**src/hw/rtl/sfst_ram.sv**
```systemverilog
module sfst_ram #(
   parameter int WIDTH = 8,
   parameter int DEPTH = 16
) (
   input  logic                     clock,
   input  logic                     wr_en,
   input  logic [$clog2(DEPTH)-1:0] wr_addr,
   input  logic [WIDTH-1:0]         wr_data,
   input  logic [$clog2(DEPTH)-1:0] rd_addr,
   output logic [WIDTH-1:0]         rd_data
);

   logic [WIDTH-1:0] mem [DEPTH];
   logic [WIDTH-1:0] rd_data_ff;

   always_ff @(posedge clock) begin
      if (wr_en) begin
         mem[wr_addr] <= wr_data;
      end
      rd_data_ff <= mem[rd_addr];
   end

   assign rd_data = rd_data_ff;

endmodule

```
**config.mk**
```make
export PLATFORM = sky130hd
export DESIGN_NAME = sfst_ram
export DESIGN_NICKNAME = d
export VERILOG_FILES = /design/src/hw/rtl/sfst_ram.sv
export SDC_FILE = /design/constraint.sdc
export NUM_CORES = 1
export LEC_CHECK = 0
export ABC_AREA = 1
export BUFFER_PORTS_ARGS = -buffer_cell sky130_fd_sc_hd__buf_2
export CAP_MARGIN = 20
export CORE_MARGIN = 2
export CORE_UTILIZATION = 30
export CTS_CLUSTER_DIAMETER = 60
export CTS_CLUSTER_SIZE = 40
export DETAILED_ROUTE_END_ITERATION = 10
export SLEW_MARGIN = 30
export SYNTH_ARGS = -nofsm -noshare
export SYNTH_HDL_FRONTEND = slang
export SYNTH_SLANG_ARGS = --single-unit
```
**constraint.sdc**
```tcl
create_clock -name clock -period 2 [get_ports clock]
set_input_delay 0.1 -clock clock [delete_from_list [all_inputs] [get_ports clock]]
set_output_delay 0.1 -clock clock [all_outputs]
set_load 0.01 [all_outputs]
```
Word level (Yosys, flattened, before mapping)
Memories as Yosys holds them, arrays and structs flattened. A register that Yosys moved wholly into a read port is not among the register bits. Cells that the tools add are included.

Memories: 1. Bits in registers: 0. Bits in writable memories: 128.

Mux-type cells: 2.

Memory list: mem (depth 16, bits a word 8, read ports 1, clocked after Yosys merged registers in 1, wr ports 1, line 13) `logic [WIDTH-1:0] mem [DEPTH];`.

Operators with widths (number): two-way mux 1 bit (2).

Depth between registers and ports, before layout
Gate-level depths: netlist of run 1.

Word-level depth: 2. Mapped depth: 8. Gate-level depth less buffers: 7.

Worst setup path before layout of run 1
Ideal clock, no wire load.

Path kind: in2reg. Start: input port wr_addr[2]. End: memory mem[10][0] (enable). Library setup time: 0.370 ns. Slack: 0.949 ns. Stages: 2. Buffers on the path: 0. Arrival: 0.681 ns. Cells stage by stage: nand3b_1 nor2_1.

RTL lines: start, declared (line 7) `input logic [$clog2(DEPTH)-1:0] wr_addr,`; end, declared (line 13).

No word-level cell before the write port.

==> out/results.txt, run 1 <==
Die Wd = 142.6 µm
Crit path DAT = 1.44 ns
FILL cells = 1,865
N_diodes = 0
# setup viols final = 0
Hold_ws = 0.03652 ns
Max H-tree Level = 4
CTS Hold Buffers Added = 0
Setup Total Neg Slack = 0 ns
RSZ-0062 raised after global routing = no
CTS root buf = clkbuf_16
Initial core utilization = 30.73%
Most common cell after layout, fill and taps aside = nand2_1
Routed len/inst = 15.96 µm
Max Clock Skew = 0.004777 ns
# IOs = 26
Max_cap viols = 0
Area Overhead vs Synth = 16.10%
DR vias/cell = 4.469
Rows = 50
Commonest non-fill, non-tap cells in the layout = nand2_1 (173), edfxtp_1 (128), inv_1 (100)
Max stage delay on crit path = 0.56 ns
Clk_lat worst skew = 0.42 ns
Final #Nets = 600
Post-DP HPWL = 8022 µm
Post-Synthesis Cells = 551
Synth top area cells = edfxtp_1 (67%), nand2_1 (11%), nand3_1 (8.4%)
CTS tree = yes
Core area = 18,770 µm²
Slew @ Worst Pin = 0.7580 ns
DR iter-0 viols = 236
Vias post-DR = 3,705
Total CTS buffers = 17
Antenna violations before repair = 0
Worst min path class = in2reg
CP max FO = 64
Outcome = finished clean
Final Hold Viols = 0
Post-synth top area share = 66.65%
Peak VDD IR = 0.0005999 V
Post-layout minimum cycle time = 1.082 ns
Cells along the critical path = buf_2 -> buf_4 -> nand2_1 -> nand2_1 -> nand2_1 -> nand3_1 -> nand3_1 -> nand2_1
Placed cells = 797
Uppermost layer routed = met4
Vias in the first global route = 3,512
Pin count of the biggest net entering global routing = 65
#FFs+latches synth = 136
Power density cells = 989.8 nW/µm²
Yosys synthesis warning count = 0
Multi-input logic area = 1214 µm²
Global-route wire length before repair = 20,180 µm
Sequential element share of the synthesized area = 69.43%
Distinct cells, synth = 12
Share of layout cells above drive strength 1 = 11.76%
DR WL met3 = 731 µm
DRT met1 WL = 5992 µm
TritonRoute pass-1 iters = 5
Fin util = 35.67%
Total grt overflow = 0
Final WL = 13,230 µm
Final period util = 54.08%
Most frequent CP cell = nand2_1
Slew Limit Fails = 0
Sink Count = 136
P_leak = 2.836 nW
WP data required = 2.36 ns
Slowest-stage cell, CP = buf_4
Syn avg cell area = 10.47 µm²
PortBufs = 25
Yosys top cell by area = edfxtp_1
DRC = 0
CTS max path bufs = 2
Seq. cell area = 4004 µm²
Mapped Nets = 569
PostCTS Resize Cnt = 0
Peak Freq = 924.6 MHz
CP Capture Type = flop
Met2 WL post-DR = 6212 µm
Die area = 20,350 µm²
Non-Filler Instances = 829
Kind of critical path = in2reg
Overall global routing resource usage = 13.86%
Die height = 142.6 µm
Relative slew slack = 49.28%
Post-CTS setup repair buffer count = 0
GPL Wtd Cong = 0.7715
Startpoint types = input pin
Post-Syn Area = 5767 µm²
Clk slew on worst S/H paths = 0.06 ns
Routed Antenna Nets = 0
## area by class of cell
class                      count  area share [%]
sequential                   136           59.80
tap                          234           4.373
multi-input combinational    289           18.13
timing repair buffer          36           3.289
inverter                     102           5.719
clock buffer                  17           6.354
clock inverter                15           2.336
## flip-flops by register name (all words and copies together) (netlist names)
name and cells:
mem 128, rd_data 8
## path summary, 6_finish.rpt
check                           slack, ns                  to  cells past startpoint                 start
worst max-delay path                 0.92  rd_data[5]$_DFF_P_                      8            rd_addr[0]
worst min-delay path                 0.04  rd_data[6]$_DFF_P_                      3            rd_addr[3]
worst max register to register       0.94  rd_data[2]$_DFF_P_                      6   mem[0][2]$_DFFE_PP_
worst min register to register       0.65  rd_data[6]$_DFF_P_                      6  mem[10][6]$_DFFE_PP_
## worst max-delay path, delay by kind of cell
kind | cells | cell delay (ns)
buf+inv | 2 | 0.66
simple gates | 6 | 0.67
## cells in the mapped netlist, drive strengths merged
| library cell | count |
|---|---|
| buf | 24 |
| dfxtp | 8 |
| edfxtp | 128 |
| inv | 102 |
| nand2 | 173 |
| nand3 | 97 |
| nand3b | 2 |
| nor2 | 17 |
## metal layers
metal,track usage [%],vias up
met5,0,-
met2,21.58,108
met1,18.60,1744
li1,-,1833
met4,5.732,0
met3,3.353,20
## stage by stage
| stage | instance area (µm²) | total power [mW] | setup WS, ns |
|---|---|---|---|
| final | 6695 | 6.627 | 0.9185 |
| after global routing | 6695 | 6.837 | 0.8126 |
| after CTS | 6695 | 6.674 | 0.9243 |
| after detailed placement | 6113 | 3.658 | 0.4951 |
| after global placement | 6113 | 3.656 | 0.5035 |
| after floorplan | 5767 | 3.495 | 0.9492 |
## power by group
group	switching, mW	leakage, nW	internal, mW
registers	0.0215	1.22	3.19
clock network	1.21	0.259	1.83
logic	0.277	1.35	0.107
## cells by family (layout without fill, tap and decap cells)
| logic type | count (synthesis) | after routing | synth area share (%) |
|---|---|---|---|
| flip-flops | 136 | 136 | 69.43 |
| buffers and inverters | 126 | 170 | 9.525 |
| AND/OR/NAND/NOR | 289 | 289 | 21.05 |
No activity file was read; power rests on OpenSTA's default activity.
==> run 2: changes to the inputs <==
ABC_AREA = 0   (was 1)
clock period = 0.9 ns   (was 2 ns; I/O delays follow)
==> run 2 against run 1 <==
Effect of this change: design area decreased by 1.7%; register-to-register slack worse by 1.4 ns; global-route usage decreased by 1.1 points; highest routed layer unchanged; sequential share of layout area increased by 1.1 points; clock skew shrank 0.00055 ns; the run now ends with setup timing left; worst setup slack lost 1.3 ns.
==> out/results.txt, run 2 <==
Outcome = finished, violations left (was finished clean)
Violated checks = setup timing
Syn avg cell area = 22.48 µm² (was 10.47 µm²)
#FFs+latches synth = 136 (unchanged)
Pin count of the biggest net entering global routing = 17 (was 65)
# setup viols final = 10 (was 0)
Switch share = 19.97% (was 22.72%)
Largest Register = mem (unchanged)
Antenna violations before repair = 0 (unchanged)
Pint = 11.24 mW (was 5.121 mW)
Mapped Nets = 247 (was 569)
Final instance area = 6584 µm² (was 6695 µm²)
CTS Hold Buffers Added = 0 (unchanged)
Max reg flops = 128 (unchanged)
EDFF count, synth = 128 (unchanged)
Yosys synthesis warning count = 0 (unchanged)
Initial core utilization = 30.82% (was 30.73%)
WP data required = 1.20 ns (was 2.36 ns)
Buf+Inv Stages, Crit Path = 1 (was 2)
Combinational power share = 6.3% (was 5.8%)
Die height = 135.0 µm (was 142.6 µm)
FILL cells = 1,524 (was 1,865)
Synth async-reset ratio = 0% (unchanged)
Area Overhead vs Synth = 27.90% (was 16.10%)
Fin util = 39.42% (was 35.67%)
Vias in the first global route = 2,721 (was 3,512)
Most common cell in the netlist = edfxtp_1 (was nand2_1)
Die Wd = 135.0 µm (was 142.6 µm)
Post-DP HPWL = 7221 µm (was 8022 µm)
Rows = 47 (was 50)
Clock power frac = 42.8% (was 45.8%)
Hold path depth = 1 (was 3)
Max stage delay on crit path = 0.47 ns (was 0.56 ns)
Core area = 16,700 µm² (was 18,770 µm²)
Relative slew slack = 36.73% (was 49.28%)
Power density cells = 2133 nW/µm² (was 989.8 nW/µm²)
Die area = 18,220 µm² (was 20,350 µm²)
Sequential cell fraction of total power = 50.9% (was 48.4%)
Switching pwr = 2.804 mW (was 1.506 mW)
Cells along the critical path = mux4_2 -> a22oi_2 -> buf_4 -> nand2_2 (was buf_2 -> buf_4 -> nand2_1 -> nand2_1 -> nand2_1 -> nand3_1 -> nand3_1 -> nand2_1)
Worst min path class = in2reg (unchanged)
Final WL = 10,460 µm (was 13,230 µm)
HP Start = wr_data[7] (was rd_addr[3])
Post-Synthesis Cells = 229 (was 551)
Final Hold Viols = 0 (unchanged)
Non-Filler Instances = 542 (was 829)
Final WS setup = -0.4302 ns (was 0.9185 ns)
Hold_ws = 0.01924 ns (was 0.03652 ns)
Post-synth top area share = 74.67% (was 66.65%)
CTS tree = yes (unchanged)
DR iter-0 viols = 218 (was 236)
Slew Limit Fails = 0 (unchanged)
N_diodes = 0 (unchanged)
Startpoint types = flop (was input pin)
FF-to-FF setup slack = -0.43 ns (was 0.94 ns)
Clk slew on worst S/H paths = 0.05 ns (was 0.06 ns)
TritonRoute pass-1 iters = 5 (unchanged)
Vias post-DR = 2,520 (was 3,705)
Post-layout minimum cycle time = 1.330 ns
P_leak = 2.201 nW (was 2.836 nW)
Max H-tree Level = 4 (unchanged)
Xor-xnor portion of the synthesized cell area = 0% (unchanged)
Post-Place Setup Slack = -0.6222 ns (was 0.4951 ns)
Final Total Pwr = 14.04 mW (was 6.627 mW)
Synth top area cells = edfxtp_1 (75%), mux4_2 (7.9%), mux4_1 (7.1%) (was edfxtp_1 (67%), nand2_1 (11%), nand3_1 (8.4%))
Adder-cell share of the synthesized area = 0% (unchanged)
Final #Nets = 327 (was 600)
Placed cells = 510 (was 797)
Commonest non-fill, non-tap cells in the layout = edfxtp_1 (128), buf_4 (34), mux4_2 (32) (was nand2_1 (173), edfxtp_1 (128), inv_1 (100))
Synth Area in Compound Gates = 2.333% (was 0%)
PortBufs = 25 (unchanged)
Post-synthesis mux area share = 15.02% (was 0%)
Main synth FF type = edfxtp_1 (unchanged)
CTS root buf = clkbuf_16 (unchanged)
Worst R2R Start = mem[0][6]$_DFFE_PP_ (was mem[0][2]$_DFFE_PP_)
Reg2Reg Depth = 4 (was 6)
Crit path max-delay family = multiplexers (was simple AND/OR/NAND/NOR gates)
Slew @ Worst Pin = 0.9456 ns (was 0.7580 ns)
Total grt overflow = 0 (unchanged)
Routed len/inst = 19.29 µm (was 15.96 µm)
# IOs = 26 (unchanged)
DR vias/cell = 4.649 (was 4.469)
Clk_lat worst skew = 0.41 ns (was 0.42 ns)
Peak Freq = 751.8 MHz
RSZ-0062 raised after global routing = yes (was no)
Total CTS buffers = 17 (unchanged)
Terminus of the critical flop-to-flop path = rd_data[6]$_DFF_P_ (was rd_data[2]$_DFF_P_)
CP max FO = 1 (was 64)
Final period util = 147.8%
Setup Total Neg Slack = -3.141 ns (was 0 ns)
Post-synthesis simple-gate area fraction = 3.184% (was 21.05%)
Overall global routing resource usage = 12.74% (was 13.86%)
Placed cell area = 5992 µm² (was 6113 µm²)
Global-route wire length before repair = 16,300 µm (was 20,180 µm)
Yosys top cell by area = edfxtp_1 (unchanged)
Largest family of logic cells by synthesized area = multiplexers (was simple AND/OR/NAND/NOR gates)
Post-Syn Area = 5147 µm² (was 5767 µm²)
Crit path DAT = 1.63 ns (was 1.44 ns)
Synth cell count leaders = edfxtp_1 (128), mux4_2 (18), a22oi_1 (16), mux4_1 (14), nor2_1 (13) (was nand2_1 (173), edfxtp_1 (128), inv_1 (100), nand3_1 (97), nor2_1 (17))
Sequential element share of the synthesized area = 77.78% (was 69.43%)
Routed Antenna Nets = 0 (unchanged)
CP Capture Type = flop (unchanged)
Kind of critical path = reg2reg (was in2reg)
Slowest-stage cell, CP = mux4_2 (was buf_4)
Max_cap viols = 0 (unchanged)
Share of layout cells above drive strength 1 = 47.83% (was 11.76%)
Max Clock Skew = 0.004223 ns (was 0.004777 ns)
Distinct cells, synth = 19 (was 12)
Most common cell after layout, fill and taps aside = edfxtp_1 (was nand2_1)
GPL Wtd Cong = 0.7822 (was 0.7715)
CTS max path bufs = 2 (unchanged)
DRC = 0 (unchanged)
Peak VDD IR = 0.001451 V (was 0.0005999 V)
Sink Count = 136 (unchanged)
Hold endpoint = mem[14][7]$_DFFE_PP_ (was rd_data[6]$_DFF_P_)
-- run 2: changes by cell type after synthesis, sizes merged, moves of 4 or more --
cell and change:
nand3 -96, a22oi +16, inv -102, buf -17
nor3 +4, mux4 +32, nor2 -4, nand2 -164
-- run 2: how the worst max path moves through the flow --
stage,startpoint,to,depth (start not counted),slack [ns]
after floorplan,wr_addr[2],mem[0][0]$_DFFE_PP_,2,-0.25
after global placement,rd_addr[0],rd_data[0]$_DFF_P_,6,-0.60
after detailed placement,rd_addr[0],rd_data[0]$_DFF_P_,6,-0.62
after CTS,mem[0][6]$_DFFE_PP_,rd_data[6]$_DFF_P_,4,-0.44
after global routing,mem[0][6]$_DFFE_PP_,rd_data[6]$_DFF_P_,4,-0.50
final,mem[0][6]$_DFFE_PP_,rd_data[6]$_DFF_P_,4,-0.43
-- run 2: timing repair --
item                                   in CTS  in global routing
buffers inserted                            0                  0
resized for setup                          16                  4
setup endpoints to repair                  16                 24
pin swaps                                   0                  2
endpoints found under the hold margin       0                  0
-- run 2: per-layer routing --
metal	GRT usage [%]	part of all wire, %
met1	17.33	47
met2	19.46	47
met3	3.829	4.6
met4	4.688	1.7
met5	0	0
-- run 2: final cells by class --
type | count | area, µm² | area share (%)
sequential | 136 | 4013 | 60.95
clock buffer | 27 | 493.0 | 7.488
clock inverter | 5 | 23.77 | 0.3611
multi-input combinational | 83 | 1115 | 16.93
tap | 220 | 275.3 | 4.181
timing repair buffer | 71 | 664.4 | 10.09
-- run 2: cell families after synthesis --
group,Yosys count
and+or+nand+nor,35
muxes,32
buffers and inverters,10
AOI/OAI and AO/OA,16
DFF,136
-- run 2: power groups by stage --
stage / combinational, mW / clock (mW) / sequential (mW)
3_5_place_dp: 0.850 / 0 / 7.26
2_1_floorplan: 0.411 / 0 / 7.26
5_1_grt: 0.969 / 6.38 / 7.16
6_report: 0.888 / 6.01 / 7.15
4_1_cts: 0.896 / 6.14 / 7.15
3_3_place_gp: 0.829 / 0 / 7.26
==> run 3: changes to the inputs <==
HOLD_SLACK_MARGIN = 0.05   (was not set)
==> run 3 against run 2 <==
Effect of this change: the flow still finishes with violations (setup timing); worst hold slack better by 0.20 ns; combinational power grew 2.9%; fmax is 0.36% lower; non-clock buffer count rose by 8; global-route usage about the same; critical endpoint unchanged; first-iteration DRC count fell by 1.8%; worst setup slack got worse by 0.0048 ns; largest cell class unchanged; sequential power hardly changed; clock skew up 0.00062 ns.
==> out/results.txt, run 3 (synthesis gave the netlist of run 2 again) <==
Met2 WL post-DR = 4895 µm (was 4909 µm)
FILL cells = 1,522 (was 1,524)
Hold_ws = 0.2183 ns (was 0.01924 ns)
DR iter-0 viols = 214 (was 218)
Clk slew on worst S/H paths = 0.05 ns (about the same)
PortBufs = 25 (unchanged)
Vias post-DR = 2,545 (was 2,520)
Crit path max-delay family = multiplexers (unchanged)
Violated checks = setup timing (unchanged)
CP Capture Type = flop (unchanged)
GPL Wtd Cong = 0.7822 (unchanged)
Core area = 16,700 µm² (unchanged)
Vias in the first global route = 2,760 (was 2,721)
# IOs = 26 (unchanged)
Final WL = 10,420 µm (was 10,460 µm)
Cells along the critical path = mux4_2 -> a22oi_2 -> buf_4 -> nand2_2 (unchanged)
RSZ-0062 raised after global routing = yes (unchanged)
Routed len/inst = 18.95 µm (was 19.29 µm)
CP max FO = 1 (unchanged)
Largest Register = mem (unchanged)
Die area = 18,220 µm² (unchanged)
CTS max path bufs = 2 (unchanged)
Area Overhead vs Synth = 29.46% (was 27.90%)
Die Wd = 135.0 µm (unchanged)
Worst min path class = in2reg (unchanged)
CTS root buf = clkbuf_16 (unchanged)
P_leak = 2.234 nW (was 2.201 nW)
Total grt overflow = 0 (unchanged)
Seq. cell area = 4013 µm² (unchanged)
Final WS setup = -0.4350 ns (was -0.4302 ns)
Crit path DAT = 1.63 ns (about the same)
DRC = 0 (unchanged)
DR WL met3 = 448 µm (was 479 µm)
Most common cell after layout, fill and taps aside = edfxtp_1 (unchanged)
Max_cap viols = 0 (unchanged)
Outcome = finished, violations left (unchanged)
Global-route wire length before repair = 16,310 µm (was 16,300 µm)
Clk_lat worst skew = 0.41 ns (about the same)
Max reg flops = 128 (unchanged)
Final Hold Viols = 0 (unchanged)
Post-layout minimum cycle time = 1.335 ns (was 1.330 ns)
Slew @ Worst Pin = 0.9260 ns (was 0.9456 ns)
Overall global routing resource usage = 12.76% (was 12.74%)
Rows = 47 (unchanged)
WP data required = 1.20 ns (about the same)
Kind of critical path = reg2reg (unchanged)
Pin count of the biggest net entering global routing = 17 (unchanged)
Relative slew slack = 38.04% (was 36.73%)
Total CTS buffers = 17 (unchanged)
Commonest non-fill, non-tap cells in the layout = edfxtp_1 (128), buf_4 (34), mux4_2 (32) (unchanged)
Slowest-stage cell, CP = mux4_2 (unchanged)
Share of layout cells above drive strength 1 = 46.67% (was 47.83%)
Max H-tree Level = 4 (unchanged)
Die height = 135.0 µm (unchanged)
Multi-input logic area = 1115 µm² (unchanged)
Uppermost layer routed = met4 (unchanged)
Slew Limit Fails = 0 (unchanged)
Post-DP HPWL = 7221 µm (unchanged)
Final period util = 148.3% (was 147.8%)
TritonRoute pass-1 iters = 5 (unchanged)
DRT met1 WL = 4898 µm (was 4888 µm)
DR vias/cell = 4.627 (was 4.649)
Startpoint types = flop (unchanged)
Antenna violations before repair = 0 (unchanged)
CTS tree = yes (unchanged)
# setup viols final = 10 (unchanged)
Final #Nets = 335 (was 327)
N_diodes = 0 (unchanged)
Max stage delay on crit path = 0.47 ns (about the same)
Sink Count = 136 (unchanged)
Post-CTS setup repair buffer count = 0 (unchanged)
Peak Freq = 749.1 MHz (was 751.8 MHz)
Max Clock Skew = 0.004842 ns (was 0.004223 ns)
Initial core utilization = 30.82% (unchanged)
Routed Antenna Nets = 0 (unchanged)
Placed cell area = 5992 µm² (unchanged)
Peak VDD IR = 0.001438 V (was 0.001451 V)
Buf+Inv Stages, Crit Path = 1 (unchanged)
Power density cells = 2109 nW/µm² (was 2133 nW/µm²)
Final instance area = 6664 µm² (was 6584 µm²)
==> run 3: layout make-up <==
class | instances | area share (%)
well taps | 220 | 4.131
repair buffers | 79 | 11.17
clock buffers | 27 | 7.398
clock inverters | 5 | 0.3567
flip-flops and latches | 136 | 60.21
multi-input cells | 83 | 16.73
==> run 3: where the power goes <==
| group | internal (mW) | total, mW | leakage, nW | switching [mW] |
|---|---|---|---|---|
| clock network | 3.70 | 5.99 | 0.257 | 2.29 |
| logic | 0.461 | 0.914 | 0.753 | 0.453 |
| registers | 7.10 | 7.15 | 1.22 | 0.0538 |
| total | 11.3 | 14.1 | 2.23 | 2.80 |
==> run 3: layer usage <==
metal	vias to the layer above	GRT usage, %
met5	-	0
met4	0	4.688
met3	19	3.791
met2	58	19.51
met1	1333	17.35
li1	1135	-
==> run 3: final timing paths <==
check / start / endpoint / slack [ns] / depth (start not counted)
worst min-delay path: rd_addr[2] / rd_data[3]$_DFF_P_ / 0.22 / 4
worst max-delay path: mem[0][6]$_DFFE_PP_ / rd_data[6]$_DFF_P_ / -0.43 / 4
worst min register to register: mem[7][5]$_DFFE_PP_ / rd_data[5]$_DFF_P_ / 0.68 / 3
worst max register to register: mem[0][6]$_DFFE_PP_ / rd_data[6]$_DFF_P_ / -0.43 / 4
==> run 3: tightest hold or removal path, delay by kind of cell <==
kind	cells	cell delay (ns)
AND/OR/NAND/NOR	2	0.22
AO/OA/AOI/OAI	1	0.22
buffers and inverters	1	0.10
==> run 3: repair_timing <==
| action | in CTS | in global routing |
|---|---|---|
| pin swaps | 0 | 2 |
| endpoints found under the hold margin | 120 | 0 |
| gates resized for setup | 16 | 4 |
| endpoints found under the setup margin | 16 | 24 |
| hold buffers | 8 | 0 |
==> run 3: per-stage QoR <==
step | std cells | power [mW] | TNS (ns) | utilization (%) | worst slack [ns]
CTS | 550 | 14.21 | -3.299 | 39.81 | -0.4384
detailed placement | 510 | 8.111 | -37.06 | 35.88 | -0.6222
global placement | 510 | 8.087 | -34.58 | 35.88 | -0.5998
floorplan | 229 | 7.674 | -15.43 | - | -0.2480
global route | 550 | 14.54 | -3.812 | 39.90 | -0.4998
finish | 550 | 14.06 | -3.151 | 39.90 | -0.4350
