File: config.mk
export PLATFORM = sky130hd
export DESIGN_NAME = sfst_seq
export DESIGN_NICKNAME = d
export VERILOG_FILES = /design/src/hw/rtl/sfst_pkg.sv /design/src/hw/rtl/sfst_seq.sv
export SDC_FILE = /design/constraint.sdc
export NUM_CORES = 1
export LEC_CHECK = 0
export ABC_AREA = 1
export BUFFER_PORTS_ARGS = -buffer_cell sky130_fd_sc_hd__buf_4
export CAP_MARGIN = 25
export CORE_UTILIZATION = 44
export CTS_BUF_LIST = sky130_fd_sc_hd__clkbuf_2
export CTS_CLUSTER_DIAMETER = 60
export DETAILED_ROUTE_END_ITERATION = 8
export PLACE_DENSITY = 0.64
export SYNTH_ARGS = -nofsm -noshare
export SYNTH_HDL_FRONTEND = slang
export SYNTH_SLANG_ARGS = --single-unit
File: constraint.sdc
create_clock -name clock -period 5.9 [get_ports clock]
set_input_delay 0.295 -clock clock [delete_from_list [all_inputs] [get_ports clock]]
set_output_delay 0.295 -clock clock [all_outputs]
set_load 0.02 [all_outputs]
File: src/hw/rtl/sfst_pkg.sv
package sfst_pkg;

   // Table geometry.
   localparam int TABLE_DEPTH = 128;
   localparam int ADDR_W      = $clog2(TABLE_DEPTH);
   localparam int CNT_W       = $clog2(TABLE_DEPTH + 1);
   localparam int FIB_W       = CNT_W + 1;
   localparam int SW          = CNT_W + 2;

   // Field widths.
   localparam int ID_W        = 32;
   localparam int TAG_W       = 16;
   localparam int REC_W       = ID_W + TAG_W;
   localparam int OP_W        = 2;
   localparam int STATUS_W    = 2;
   localparam int COUNT_NOW_W = 8;

   typedef enum logic [OP_W-1:0] {
      OP_LOAD   = 2'd0,
      OP_SEARCH = 2'd1,
      OP_CLEAR  = 2'd2
   } op_type;

   typedef enum logic [STATUS_W-1:0] {
      STAT_OK    = 2'd0,
      STAT_FULL  = 2'd1,
      STAT_MISS  = 2'd2,
      STAT_EMPTY = 2'd3
   } status_type;

   typedef enum logic [3:0] {
      ST_IDLE,
      ST_SCAN,
      ST_SWAP_A,
      ST_SWAP_B,
      ST_FIB_INIT,
      ST_FIB_RD,
      ST_FIB_CMP,
      ST_LAST_CMP,
      ST_HIT_RD,
      ST_HIT_W0,
      ST_HIT_WH,
      ST_DONE
   } state_type;

   // Memory port controls from the sequencer.
   typedef struct packed {
      logic              we;
      logic [ADDR_W-1:0] waddr;
      logic [REC_W-1:0]  wdata;
      logic [ADDR_W-1:0] raddr;
   } ram_ctl_type;

   // Handshake status from the sequencer.
   typedef struct packed {
      logic idle;
      logic done;
   } seq_stat_type;

   typedef struct packed {
      status_type              status;
      logic [ID_W-1:0]         found_id;
      logic [TAG_W-1:0]        found_tag;
      logic [COUNT_NOW_W-1:0]  count_now;
   } res_type;

   function automatic logic signed [ID_W-1:0] rec_id(input logic [REC_W-1:0] rec);
      rec_id = $signed(rec[REC_W-1 -: ID_W]);
   endfunction

   function automatic logic [TAG_W-1:0] rec_tag(input logic [REC_W-1:0] rec);
      rec_tag = rec[TAG_W-1:0];
   endfunction

endpackage

File: src/hw/rtl/sfst_seq.sv
module sfst_seq
   import sfst_pkg::*;
(
   input  logic                     clock,
   input  logic                     reset,
   input  logic                     req_take,
   input  logic [OP_W-1:0]          req_op,
   input  logic signed [ID_W-1:0]   req_record_id,
   input  logic [TAG_W-1:0]         req_record_tag,
   input  logic signed [ID_W-1:0]   req_search_key,
   input  logic                     res_take,
   input  logic [REC_W-1:0]         rd_data,
   output ram_ctl_type              ram_ctl,
   output seq_stat_type             stat,
   output res_type                  res
);

   state_type                state_ff, state_in;
   logic [CNT_W-1:0]         count_ff, count_in;
   logic signed [ID_W-1:0]   key_ff, key_in;
   logic [CNT_W-1:0]         i_ff, i_in;
   logic [CNT_W-1:0]         j_ff, j_in;
   logic                     pend_ff, pend_in;
   logic [CNT_W-1:0]         paddr_ff, paddr_in;
   logic [REC_W-1:0]         min_ff, min_in;
   logic [REC_W-1:0]         reci_ff, reci_in;
   logic [CNT_W-1:0]         m_ff, m_in;
   logic [FIB_W-1:0]         f_ff, f_in;
   logic [FIB_W-1:0]         f1_ff, f1_in;
   logic [FIB_W-1:0]         f2_ff, f2_in;
   logic signed [SW-1:0]     off_ff, off_in;
   logic [CNT_W-1:0]         p_ff, p_in;
   logic [REC_W-1:0]         hit_ff, hit_in;
   logic                     hit_flag_ff, hit_flag_in;
   logic [REC_W-1:0]         rec0_ff, rec0_in;
   status_type               status_ff, status_in;

   logic signed [SW-1:0]     probe_sum;
   logic signed [SW-1:0]     last_idx;
   logic signed [SW-1:0]     probe_cl;
   logic signed [SW-1:0]     off_next;
   logic                     last_ok;
   logic [CNT_W-1:0]         probe_idx;
   logic                     full;
   logic                     key_eq;

   // Fibonacci probe position, clamped to the held range.
   always_comb begin
      probe_sum = off_ff + $signed({1'b0, f2_ff});
      last_idx  = $signed({2'b00, count_ff}) - $signed(SW'(1));
      off_next  = off_ff + $signed(SW'(1));
      last_ok   = (f1_ff != '0) && (off_next < $signed({2'b00, count_ff}));
      probe_cl  = probe_sum;
      if (probe_sum > last_idx) begin
         probe_cl = last_idx;
      end
      if (probe_cl < $signed(SW'(0))) begin
         probe_cl = '0;
      end
      if (f_ff > FIB_W'(1)) begin
         probe_idx = probe_cl[CNT_W-1:0];
      end else begin
         probe_idx = off_next[CNT_W-1:0];
      end
   end

   assign full   = (count_ff >= CNT_W'(TABLE_DEPTH));
   assign key_eq = (rec_id(rd_data) == key_ff);

   // Next state.
   always_comb begin
      state_in = state_ff;
      case (state_ff)
         ST_IDLE: begin
            if (req_take) begin
               if (op_type'(req_op) == OP_SEARCH) begin
                  if (count_ff == '0) begin
                     state_in = ST_DONE;
                  end else if (count_ff > CNT_W'(1)) begin
                     state_in = ST_SCAN;
                  end else begin
                     state_in = ST_FIB_INIT;
                  end
               end else begin
                  state_in = ST_DONE;
               end
            end
         end
         ST_SCAN: begin
            if (j_ff == count_ff) begin
               state_in = ST_SWAP_A;
            end
         end
         ST_SWAP_A: begin
            state_in = ST_SWAP_B;
         end
         ST_SWAP_B: begin
            if ((CNT_W+1)'(i_ff) + (CNT_W+1)'(2) < (CNT_W+1)'(count_ff)) begin
               state_in = ST_SCAN;
            end else begin
               state_in = ST_FIB_INIT;
            end
         end
         ST_FIB_INIT: begin
            if (f_ff >= FIB_W'(count_ff)) begin
               state_in = ST_FIB_RD;
            end
         end
         ST_FIB_RD: begin
            if (f_ff > FIB_W'(1)) begin
               state_in = ST_FIB_CMP;
            end else if (last_ok) begin
               state_in = ST_LAST_CMP;
            end else begin
               state_in = ST_DONE;
            end
         end
         ST_FIB_CMP: begin
            if (key_eq) begin
               state_in = ST_HIT_RD;
            end else begin
               state_in = ST_FIB_RD;
            end
         end
         ST_LAST_CMP: begin
            if (key_eq) begin
               state_in = ST_HIT_RD;
            end else begin
               state_in = ST_DONE;
            end
         end
         ST_HIT_RD: begin
            state_in = ST_HIT_W0;
         end
         ST_HIT_W0: begin
            state_in = ST_HIT_WH;
         end
         ST_HIT_WH: begin
            state_in = ST_DONE;
         end
         ST_DONE: begin
            if (res_take) begin
               state_in = ST_IDLE;
            end
         end
         default: begin
            state_in = ST_IDLE;
         end
      endcase
   end

   // Memory port and handshake outputs.
   always_comb begin
      ram_ctl.we    = 1'b0;
      ram_ctl.waddr = count_ff[ADDR_W-1:0];
      ram_ctl.wdata = {req_record_id, req_record_tag};
      ram_ctl.raddr = j_ff[ADDR_W-1:0];
      stat.idle     = 1'b0;
      stat.done     = 1'b0;
      case (state_ff)
         ST_IDLE: begin
            stat.idle  = 1'b1;
            ram_ctl.we = req_take && (op_type'(req_op) == OP_LOAD) && !full;
         end
         ST_SWAP_A: begin
            ram_ctl.we    = 1'b1;
            ram_ctl.waddr = i_ff[ADDR_W-1:0];
            ram_ctl.wdata = min_ff;
         end
         ST_SWAP_B: begin
            ram_ctl.we    = 1'b1;
            ram_ctl.waddr = m_ff[ADDR_W-1:0];
            ram_ctl.wdata = reci_ff;
         end
         ST_FIB_RD: begin
            ram_ctl.raddr = probe_idx[ADDR_W-1:0];
         end
         ST_HIT_RD: begin
            ram_ctl.raddr = '0;
         end
         ST_HIT_W0: begin
            ram_ctl.we    = 1'b1;
            ram_ctl.waddr = '0;
            ram_ctl.wdata = hit_ff;
         end
         ST_HIT_WH: begin
            ram_ctl.we    = 1'b1;
            ram_ctl.waddr = p_ff[ADDR_W-1:0];
            ram_ctl.wdata = rec0_ff;
         end
         ST_DONE: begin
            stat.done = 1'b1;
         end
         default: begin
            stat.done = 1'b0;
         end
      endcase
   end

   // Datapath registers.
   always_comb begin
      count_in    = count_ff;
      key_in      = key_ff;
      i_in        = i_ff;
      j_in        = j_ff;
      pend_in     = pend_ff;
      paddr_in    = paddr_ff;
      min_in      = min_ff;
      reci_in     = reci_ff;
      m_in        = m_ff;
      f_in        = f_ff;
      f1_in       = f1_ff;
      f2_in       = f2_ff;
      off_in      = off_ff;
      p_in        = p_ff;
      hit_in      = hit_ff;
      hit_flag_in = hit_flag_ff;
      rec0_in     = rec0_ff;
      status_in   = status_ff;
      case (state_ff)
         ST_IDLE: begin
            if (req_take) begin
               key_in      = req_search_key;
               hit_flag_in = 1'b0;
               i_in        = '0;
               j_in        = '0;
               pend_in     = 1'b0;
               f_in        = FIB_W'(1);
               f1_in       = FIB_W'(1);
               f2_in       = '0;
               off_in      = '1;
               status_in   = STAT_OK;
               case (op_type'(req_op))
                  OP_LOAD: begin
                     if (full) begin
                        status_in = STAT_FULL;
                     end else begin
                        count_in = count_ff + CNT_W'(1);
                     end
                  end
                  OP_SEARCH: begin
                     if (count_ff == '0) begin
                        status_in = STAT_EMPTY;
                     end else begin
                        status_in = STAT_MISS;
                     end
                  end
                  OP_CLEAR: begin
                     count_in = '0;
                  end
                  default: begin
                     status_in = STAT_OK;
                  end
               endcase
            end
         end
         ST_SCAN: begin
            // Data read in the previous cycle is compared against the running minimum.
            if (pend_ff) begin
               if (paddr_ff == i_ff) begin
                  min_in  = rd_data;
                  reci_in = rd_data;
                  m_in    = i_ff;
               end else if (rec_id(rd_data) < rec_id(min_ff)) begin
                  min_in = rd_data;
                  m_in   = paddr_ff;
               end
            end
            if (j_ff < count_ff) begin
               pend_in  = 1'b1;
               paddr_in = j_ff;
               j_in     = j_ff + CNT_W'(1);
            end else begin
               pend_in = 1'b0;
            end
         end
         ST_SWAP_B: begin
            i_in    = i_ff + CNT_W'(1);
            j_in    = i_ff + CNT_W'(1);
            pend_in = 1'b0;
         end
         ST_FIB_INIT: begin
            if (f_ff < FIB_W'(count_ff)) begin
               f2_in = f1_ff;
               f1_in = f_ff;
               f_in  = f_ff + f1_ff;
            end
         end
         ST_FIB_RD: begin
            p_in = probe_idx;
         end
         ST_FIB_CMP: begin
            if (key_eq) begin
               hit_in      = rd_data;
               hit_flag_in = 1'b1;
               status_in   = STAT_OK;
            end else if (rec_id(rd_data) < key_ff) begin
               f_in   = f1_ff;
               f1_in  = f2_ff;
               f2_in  = f1_ff - f2_ff;
               off_in = $signed({2'b00, p_ff});
            end else begin
               f_in  = f2_ff;
               f1_in = f1_ff - f2_ff;
               f2_in = f2_ff - (f1_ff - f2_ff);
            end
         end
         ST_LAST_CMP: begin
            if (key_eq) begin
               hit_in      = rd_data;
               hit_flag_in = 1'b1;
               status_in   = STAT_OK;
            end
         end
         ST_HIT_W0: begin
            rec0_in = rd_data;
         end
         default: begin
            rec0_in = rec0_ff;
         end
      endcase
   end

   always_ff @(posedge clock) begin
      if (reset) begin
         state_ff    <= ST_IDLE;
         count_ff    <= '0;
         pend_ff     <= 1'b0;
         hit_flag_ff <= 1'b0;
      end else begin
         state_ff    <= state_in;
         count_ff    <= count_in;
         pend_ff     <= pend_in;
         hit_flag_ff <= hit_flag_in;
      end
   end

   always_ff @(posedge clock) begin
      key_ff    <= key_in;
      i_ff      <= i_in;
      j_ff      <= j_in;
      paddr_ff  <= paddr_in;
      min_ff    <= min_in;
      reci_ff   <= reci_in;
      m_ff      <= m_in;
      f_ff      <= f_in;
      f1_ff     <= f1_in;
      f2_ff     <= f2_in;
      off_ff    <= off_in;
      p_ff      <= p_in;
      hit_ff    <= hit_in;
      rec0_ff   <= rec0_in;
      status_ff <= status_in;
   end

   always_comb begin
      res.status    = status_ff;
      res.found_id  = hit_flag_ff ? rec_id(hit_ff) : '0;
      res.found_tag = hit_flag_ff ? rec_tag(hit_ff) : '0;
      res.count_now = COUNT_NOW_W'(count_ff);
   end

endmodule

**Word level (Yosys, flattened, before mapping)**

Cells that the tools add are included.

- Register bits: 316
- Latch bits: 0
- RAM bits: 0
- ROM bits: 0
- Input bits: 134
- Word-level logic and storage cells: 159
- Memories: 0

- Add/subtract/negate cells: 10
- Multiply operators: 0
- Divide/modulo/power cells: 0
- $lt $le $gt $ge: 12
- Equal/unequal tests: 26
- Shift operators: 0
- Muxes and demuxes: 62
- Bitwise logic cells: 0
- Reductions and logical operators: 30

Operator list:

| kind | number |
|---|---|
| $pmux 55 s4 | 1 |
| $mux 9 | 11 |
| $mux 48 | 2 |
| $pmux 9 s3 | 3 |
| $lt 32x32->1 | 2 |
| $pmux 4 s12 | 1 |
| $mux 10 | 4 |
| $mux 8 | 5 |
| $mux 4 | 9 |
| $eq 32x32->1 | 1 |
| $mux 32 | 1 |
| $pmux 8 s2 | 2 |
| $add 8x1->8 const B | 3 |
| $pmux 8 s3 | 1 |
| $pmux 10 s2 | 1 |
| $lt 9x8->1 | 2 |
| $ne 2x2->1 const B | 9 |
| $sub 9x9->9 | 2 |
| $eq 4x3->1 const B | 4 |
| $eq 4x4->1 const B | 4 |
| $eq 8x8->1 | 2 |
| $mux 16 | 1 |
| $reduce_and 4->1 | 4 |
| $mux 7 | 2 |
| 37 further kinds | 63 |

**Logic depth before layout (Yosys ltp)**

Gate-level depths: netlist (run 1).

- Depth after elaboration: 7
- Depth in mapped cells: 34
- Depth with buffers taken out: 34

**Least setup slack after synthesis (run 1)**

No wires, ideal clock.

- Path type: register to register
- From: reg min_ff[33]
- To: reg m_ff[0] (enable)
- Library setup time: 0.486 ns
- Data arrival time: 4.087 ns
- Required time: 5.414 ns
- Slack: 1.327 ns
- Cell stages (with the launch flop): 11
- Buffers on the path: 0
- Path through: edfxtp_1 inv_1 ha_1 a21oi_1 nor2_1 a211oi_1 o221ai_1 a21oi_1 nand2_1 xnor2_1 a21oi_1

- Cells in the longest elaborated chain, start to end: 3

Ends and longest elaborated chain:

| item | line | source |
|---|---|---|
| from (decl) | sfst_seq.sv:25 | `logic [REC_W-1:0] min_ff, min_in;` |
| from (signal assigned) | sfst_seq.sv:343 | `min_ff <= min_in;` |
| $lt 32x32->1 | sfst_seq.sv:264 | `end else if (rec_id(rd_data) < rec_id(min_ff)) begin` |
| $reduce_bool 2->1 (no source line) | - |  |
| $reduce_and 3->1 (no source line) | - |  |
| to (signal assigned) | sfst_seq.sv:345 | `m_ff <= m_in;` |
| to (decl) | sfst_seq.sv:27 | `logic [CNT_W-1:0] m_ff, m_in;` |

Every way passes these cells.
A chain may end at the register's enable or synchronous reset.

==> key figures, run 1 <==
STA
  – FMAX: 0.185 GHz
  – Slew margin rel.: 36.2%
  – Slew Viols, Final: 0
  – Worst Skew: 0.100 ns
  – Tcrit/Tclk final: a little over 90%
  – Min cycle time layout: 5.40 ns
  – Slew @ Worst Pin: roughly 0.95 ns
  – PnR worst setup slack: between 0.5 and 0.6 ns
  – Setup Viol. Count Final: 0
  – Number of hold violations in the final report: 0
  – RSZ-0062 raised after global routing: no
  – Setup TNS Final: 0 ns

Logic synthesis
  – Mapped Nets: 2104
  – Adder-Cell Fraction of Synth Area: 10.5%
  – Post-synthesis register bit count: around 320
  – Synth Flop Type: edfxtp_1
  – Xor/xnor share of the synthesized area: 2.27%
  – Count leader, synth: nand2_1
  – Ys Warns: 0
  – Post-synth ARST share: 0%
  – Largest family of logic cells by synthesized area: simple AND/OR/NAND/NOR gates
  – Mapped Avg Cell Area: 9.76 um2
  – Synth top area cells: edfxtp_1, ha_1, nand2_1
  – Number of library cell types mapped by synthesis: 56
  – Seq/Total Area, Yosys: 52.4%
  – Top cells by count, synth: nand2_1, edfxtp_1, inv_1
  – Multiplexer share of the synthesized area: 0%
  – Post-Synthesis Cells: 1823
  – Post-synthesis cell area: 17800 um2
  – Post-synthesis compound-gate area fraction: 10.6%
  – Synth top area share: just over 50%
  – Synth Area in Simple Gates: between 10% and 20%
  – Cell taking the most area after synthesis: edfxtp_1
  – Number of synthesized flops with an enable pin: about 300

Placement
  – Post-DP HPWL: 36.0 mm
  – Place WS: roughly 1.6 ns
  – GP Congestion: 0.919
  – Port bufs: approximately 260

Drt
  – Residual DRC: 0
  – Met1 WL: 22.8 mm
  – Post-DRT Antenna Nets: 0
  – Via count: roughly 15000
  – WL final: approximately 53 mm
  – Met3 wire len: roughly 3.8 mm
  – 1st-iter DRT viols: 1008
  – Met2 routed WL: 24.9 mm
  – Drt first pass iters: 5
  – Max layer used: met4
  – Via density: 5.23
  – Routed WL per cell: about 18 um

Die
  – DIE WIDTH: 203 um
  – Site Rows: 73
  – Die height: between 200 and 250 um
  – Die area: 41200 um2
  – Initial Util: 44.7%
  – Core area: 39800 um2
  – Top-Level Pins: roughly 260

Clocking
  – Worst skew pair latency: 1.02 ns
  – Clock tree buffer depth: 3
  – Root buf cell: clkbuf_2
  – # resized after CTS: 0
  – Post-CTS setup buffers: 0
  – H-tree depth: 3
  – Clock sinks: about 320
  – CTS Hold Bufs: about 160
  – Reg clk slew, reported paths: 0.11 ns
  – Num CTS Buffers: 87
  – CTS tree: built

Global routing
  – Remaining Overflow, GRT: 0
  – Largest net degree at the start of global routing: 68
  – Antenna violations before repair: 3
  – GRT Total Usage: 25.7%
  – Vias in the first global route: ~15000
  – First-pass GRT wire length: 81.7 mm

Setup path
  – Worst path required time: 5.61 ns
  – Critical path arrival: 5.10 ns
  – Endpoint class of the critical path: output port
  – Slowest library cell on the worst path: edfxtp_1
  – Critical path start-end classification: flip-flop to output port
  – Worst-path maximum fanout: 9
  – Startpoint type of the worst setup path: flip-flop
  – Most used cell, CP: nand2_1
  – Critical path's largest stage delay: 0.47 ns

Run status
  – Status: finished, final reports clean

Cells and area
  – Share of cells above drive strength 1: about a fifth
  – Final net count: 2567
  – P&R area growth vs syn: 27.8%
  – Fillers: 3432

Min path
  – Hold Path Class: primary input to flip-flop

Pwr
  – Leakage Power: 0.0103 uW
  – Power per cell area: 416 nW/um2
  – Max VDD drop: 0.000226 V

Flow run
  – Maxcap violations: 0
-- cell type report --
cell class | instances | area, um2 | share of cell area (%)
multi-input cells | 1186 | 7310 | 32.1
well taps | 525 | 657 | 2.89
clock inverters | 27 | 156 | 0.688
clock buffers | 129 | 646 | 2.84
inverters | 268 | 1010 | 4.43
repair buffers | 428 | 3630 | 16.0
flip-flops and latches | 315 | 9320 | 41.0
diodes | 3 | 7.51 | 0.0330
-- worst max-delay path, delay by kind of cell (launching register included) --
family | cells | cell delay (ns)
and+or+nand+nor | 22 | 1.98
AOI/OAI and AO/OA | 3 | 0.47
adders and majority gates | 2 | 0.76
buffers and inverters | 6 | 0.47
DFF | 1 | 0.47
-- routing by layer --
| layer | vias up | GRT usage (%) |
|---|---|---|
| met5 | - | 0 |
| met4 | 0 | 9.34 |
| met3 | 98 | 5.33 |
| met2 | 553 | 41.8 |
| met1 | 7127 | 33.7 |
| li1 | 7282 | - |
-- cells in the final DEF, fill, tap and decap left out, types with 14 or more instances in the layout --
master,count
a21oi_1,96
a221oi_1,51
a22o_1,16
buf_4,268
clkbuf_2,129
clkinv_1,19
dlygate4sd3_1,156
edfxtp_1,301
ha_1,143
inv_1,255
nand2_1,417
nand2_2,14
nand3_1,70
nand4_1,22
nor2_1,98
nor3_1,18
o21ai_0,64
o21ai_1,28
xnor2_1,22
xor2_1,24
-- stage by stage --
step                      power [uW]  area (um2)  utilization [%]  hold slack [ns]  std cells
after floorplan                 6290       17800                -            0.364       1823
after global placement          7630       20300             51.0            0.459       2562
after detailed placement        7740       20300             51.0            0.458       2564
after CTS                       9450       22700             57.0         0.000977       2876
after global routing           10100       22700             57.1           0.0193       2881
final                           9450       22700             57.1           0.0781       2881
-- kinds of logic after synthesis --
group	after synthesis
compound gates	302
xor+xnor	46
fa+ha+maj	147
buf+inv	322
flops	315
simple gates	691
-- power breakdown --
part | internal [uW] | total [uW] | switching, uW
sequential | 2830 | 3130 | 300
clock | 639 | 1590 | 954
combinational | 1790 | 4720 | 2930
total | 5260 | 9450 | 4190
-- registers in the layout, indices dropped and copies added, names as in the netlist, 2 cells and up --
name	count
hit_ff	48
min_ff	48
rec0_ff	48
reci_ff	48
key_ff	32
f1_ff	9
f2_ff	9
f_ff	9
off_ff	9
count_ff	8
i_ff	8
j_ff	8
p_ff	8
paddr_ff	8
m_ff	7
state_ff	4
status_ff	2
-- path summary, 6_finish.rpt --
path,from,endpoint,cells after the start,slack [ns]
worst max-delay path,f2_ff[3],ram_ctl[4],33,0.50
worst min-delay path,rd_data[16],hit_ff[16],2,0.08
worst max register to register,f2_ff[3],p_ff[7],29,1.78
worst min register to register,paddr_ff[6],m_ff[6],0,0.48
No activity file was read; power rests on OpenSTA's default activity.
==> run 2, diff against run 1 <==
--- a/config.mk
+++ b/config.mk
@@ -12,7 +12,6 @@
 export CTS_BUF_LIST = sky130_fd_sc_hd__clkbuf_2
 export CTS_CLUSTER_DIAMETER = 60
 export DETAILED_ROUTE_END_ITERATION = 8
-export PLACE_DENSITY = 0.64
 export SYNTH_ARGS = -nofsm -noshare
 export SYNTH_HDL_FRONTEND = slang
 export SYNTH_SLANG_ARGS = --single-unit
==> run 2 against run 1 <==
Clock-buffer cell count up 1; final area down 0.64%; flip-flop and latch count unchanged; via count down 1.7%; fmax up 1.9%; sequential power about the same; final cell count down 0.69%; sequential share of layout area up 0.26 points; combinational power about the same; highest routed layer unchanged.
==> key figures, run 2 (synthesis gave the netlist of run 1 again) <==
Run status
  – Status: finished, final reports clean

Drt
  – 1st-iter DRT viols: about 1100
  – Via count: 14800
  – WL final: 52.5 mm
  – Max layer used: met4
  – Met2 routed WL: 24.7 mm
  – Met1 WL: between 20 and 25 mm
  – Residual DRC: 0
  – Via density: 5.17
  – Met3 wire len: 3.48 mm
  – Drt first pass iters: 5
  – Routed WL per cell: 18.4 um
  – Post-DRT Antenna Nets: 0

Min path
  – Hold Crit Start: rd_data[7]
  – Hold Path Class: primary input to flip-flop

Setup path
  – Critical path's largest stage delay: 0.46 ns
  – Slowest library cell on the worst path: edfxtp_1
  – Critical path start-end classification: flip-flop to output port
  – Worst path required time: 5.61 ns
  – Worst R2R Setup Slack: 1.89 ns
  – Endpoint class of the critical path: output port
  – Startpoint type of the worst setup path: flip-flop
  – Critical path arrival: 5.00 ns
  – Worst setup startpoint: f2_ff[3]
  – Worst-path maximum fanout: 8
  – Most used cell, CP: nand2_1
  – FF-to-FF Start: f2_ff[3]

Die
  – Top-Level Pins: ~260
  – Die height: 203 um
  – Site Rows: 73
  – Initial Util: 44.7%
  – DIE WIDTH: 203 um
  – Die area: 41200 um2
  – Core area: approximately 40000 um2

STA
  – Worst Skew: 0.0927 ns
  – Min cycle time layout: roughly 5.3 ns
  – RSZ-0062 raised after global routing: no
  – Setup Viol. Count Final: 0
  – Slew margin rel.: around 32%
  – PnR worst setup slack: 0.603 ns
  – Tcrit/Tclk final: 89.8%
  – Slew Viols, Final: 0
  – Setup TNS Final: 0 ns
  – Number of hold violations in the final report: 0
  – FMAX: between 0.15 and 0.2 GHz
  – Slew @ Worst Pin: 1.02 ns

Cells and area
  – Design Area, Final: 22600 um2
  – Fillers: ~3600
  – P&R area growth vs syn: 27.0%
  – Commonest non-fill, non-tap cell in the layout: nand2_1
  – Commonest non-fill, non-tap cells in the layout: nand2_1, edfxtp_1, buf_4, inv_1, dlygate4sd3_1
  – Share of cells above drive strength 1: 21.0%
  – Final net count: roughly 2600

Clocking
  – CTS tree: built
  – Clock sinks: about 320
  – Reg clk slew, reported paths: 0.11 ns
  – Worst skew pair latency: 1.00 ns
  – Clock tree buffer depth: 3
  – Num CTS Buffers: 85
  – H-tree depth: 3
  – Root buf cell: clkbuf_2

Placement
  – Post-DP HPWL: 36.4 mm
  – Post-place instance area: 20300 um2
  – Place WS: 1.57 ns
  – Port bufs: 256
  – GP Congestion: around 0.91

Pwr
  – Power share of the combinational group: 50.3%
  – Leakage Power: 0.0102 uW
  – Clock share of power: 16.5%
  – Flop pwr share: 33.2%
  – Power per cell area: between 400 and 500 nW/um2
  – Power Internal: roughly 5200 uW
  – Net Switching: 4140 uW
  – Switching share of power: 44.2%
  – Max VDD drop: 0.000248 V

Global routing
  – Largest net degree at the start of global routing: 60
  – First-pass GRT wire length: 81.5 mm
  – Antenna violations before repair: 1
  – GRT Total Usage: 25.6%
  – Remaining Overflow, GRT: 0
  – Vias in the first global route: about 15000

Flow run
  – Maxcap violations: 0
## run 2: path summary, 6_finish.rpt
| check | depth (start not counted) | to |
|---|---|---|
| setup / recovery | 31 | ram_ctl[1] |
| hold / removal | 2 | reci_ff[7] |
| setup reg to reg | 29 | p_ff[7] |
| hold reg to reg | 2 | pend_ff |
## run 2: worst max-delay path, delay by kind of cell, from the launching register on
kind                     cells  cell delay (ns)
AND/OR/NAND/NOR             20             1.95
flip-flops                   1             0.46
buffers and inverters        6             0.46
AO/OA/AOI/OAI                3             0.40
adder cells (fa/ha/maj)      2             0.76
## run 2: through the flow
| step | hold WS (ns) | utilization, % | cells | power [uW] |
|---|---|---|---|---|
| 6_report | 0.105 | 56.7 | 2861 | 9390 |
| 5_1_grt | 0.00823 | 56.7 | 2860 | 10100 |
| 4_1_cts | 0.000598 | 56.5 | 2853 | 9400 |
| 3_5_place_dp | 0.462 | 51.1 | 2565 | 7750 |
| 3_3_place_gp | 0.457 | 51.0 | 2563 | 7670 |
| 2_1_floorplan | 0.364 | - | 1823 | 6290 |
## run 2: timing repair
| action | in CTS | in global routing |
|---|---|---|
| resized for setup | 0 | 2 |
| hold buffers | 144 | 1 |
| endpoints found under the hold margin | 242 | 2 |
| setup buffers | 0 | 4 |
| endpoints found under the setup margin | 0 | 7 |
## run 2: cell type report
type / count / area, um2 / share of cell area (%)
tap: 525 / 657 / 2.91
sequential: 315 / 9320 / 41.3
clock inverter: 14 / 93.8 / 0.415
timing repair buffer: 421 / 3540 / 15.7
clock buffer: 130 / 651 / 2.88
inverter: 268 / 1010 / 4.45
multi-input combinational: 1186 / 7310 / 32.4
antenna: 2 / 5.00 / 0.0222
## run 2: power groups by stage
| stage | Combinational (uW) | Clock (uW) | Sequential, uW |
|---|---|---|---|
| after floorplan | 3230 | 0 | 3060 |
| after global placement | 4500 | 0 | 3170 |
| after detailed placement | 4580 | 0 | 3170 |
| after CTS | 4680 | 1600 | 3120 |
| after global routing | 5260 | 1700 | 3150 |
| final | 4720 | 1550 | 3120 |
## run 2: routing by layer
metal / track usage [%] / up-vias
met5: 0 / -
met4: 9.40 / 0
met3: 5.10 / 102
met2: 42.1 / 498
met1: 33.6 / 6956
li1: - / 7249
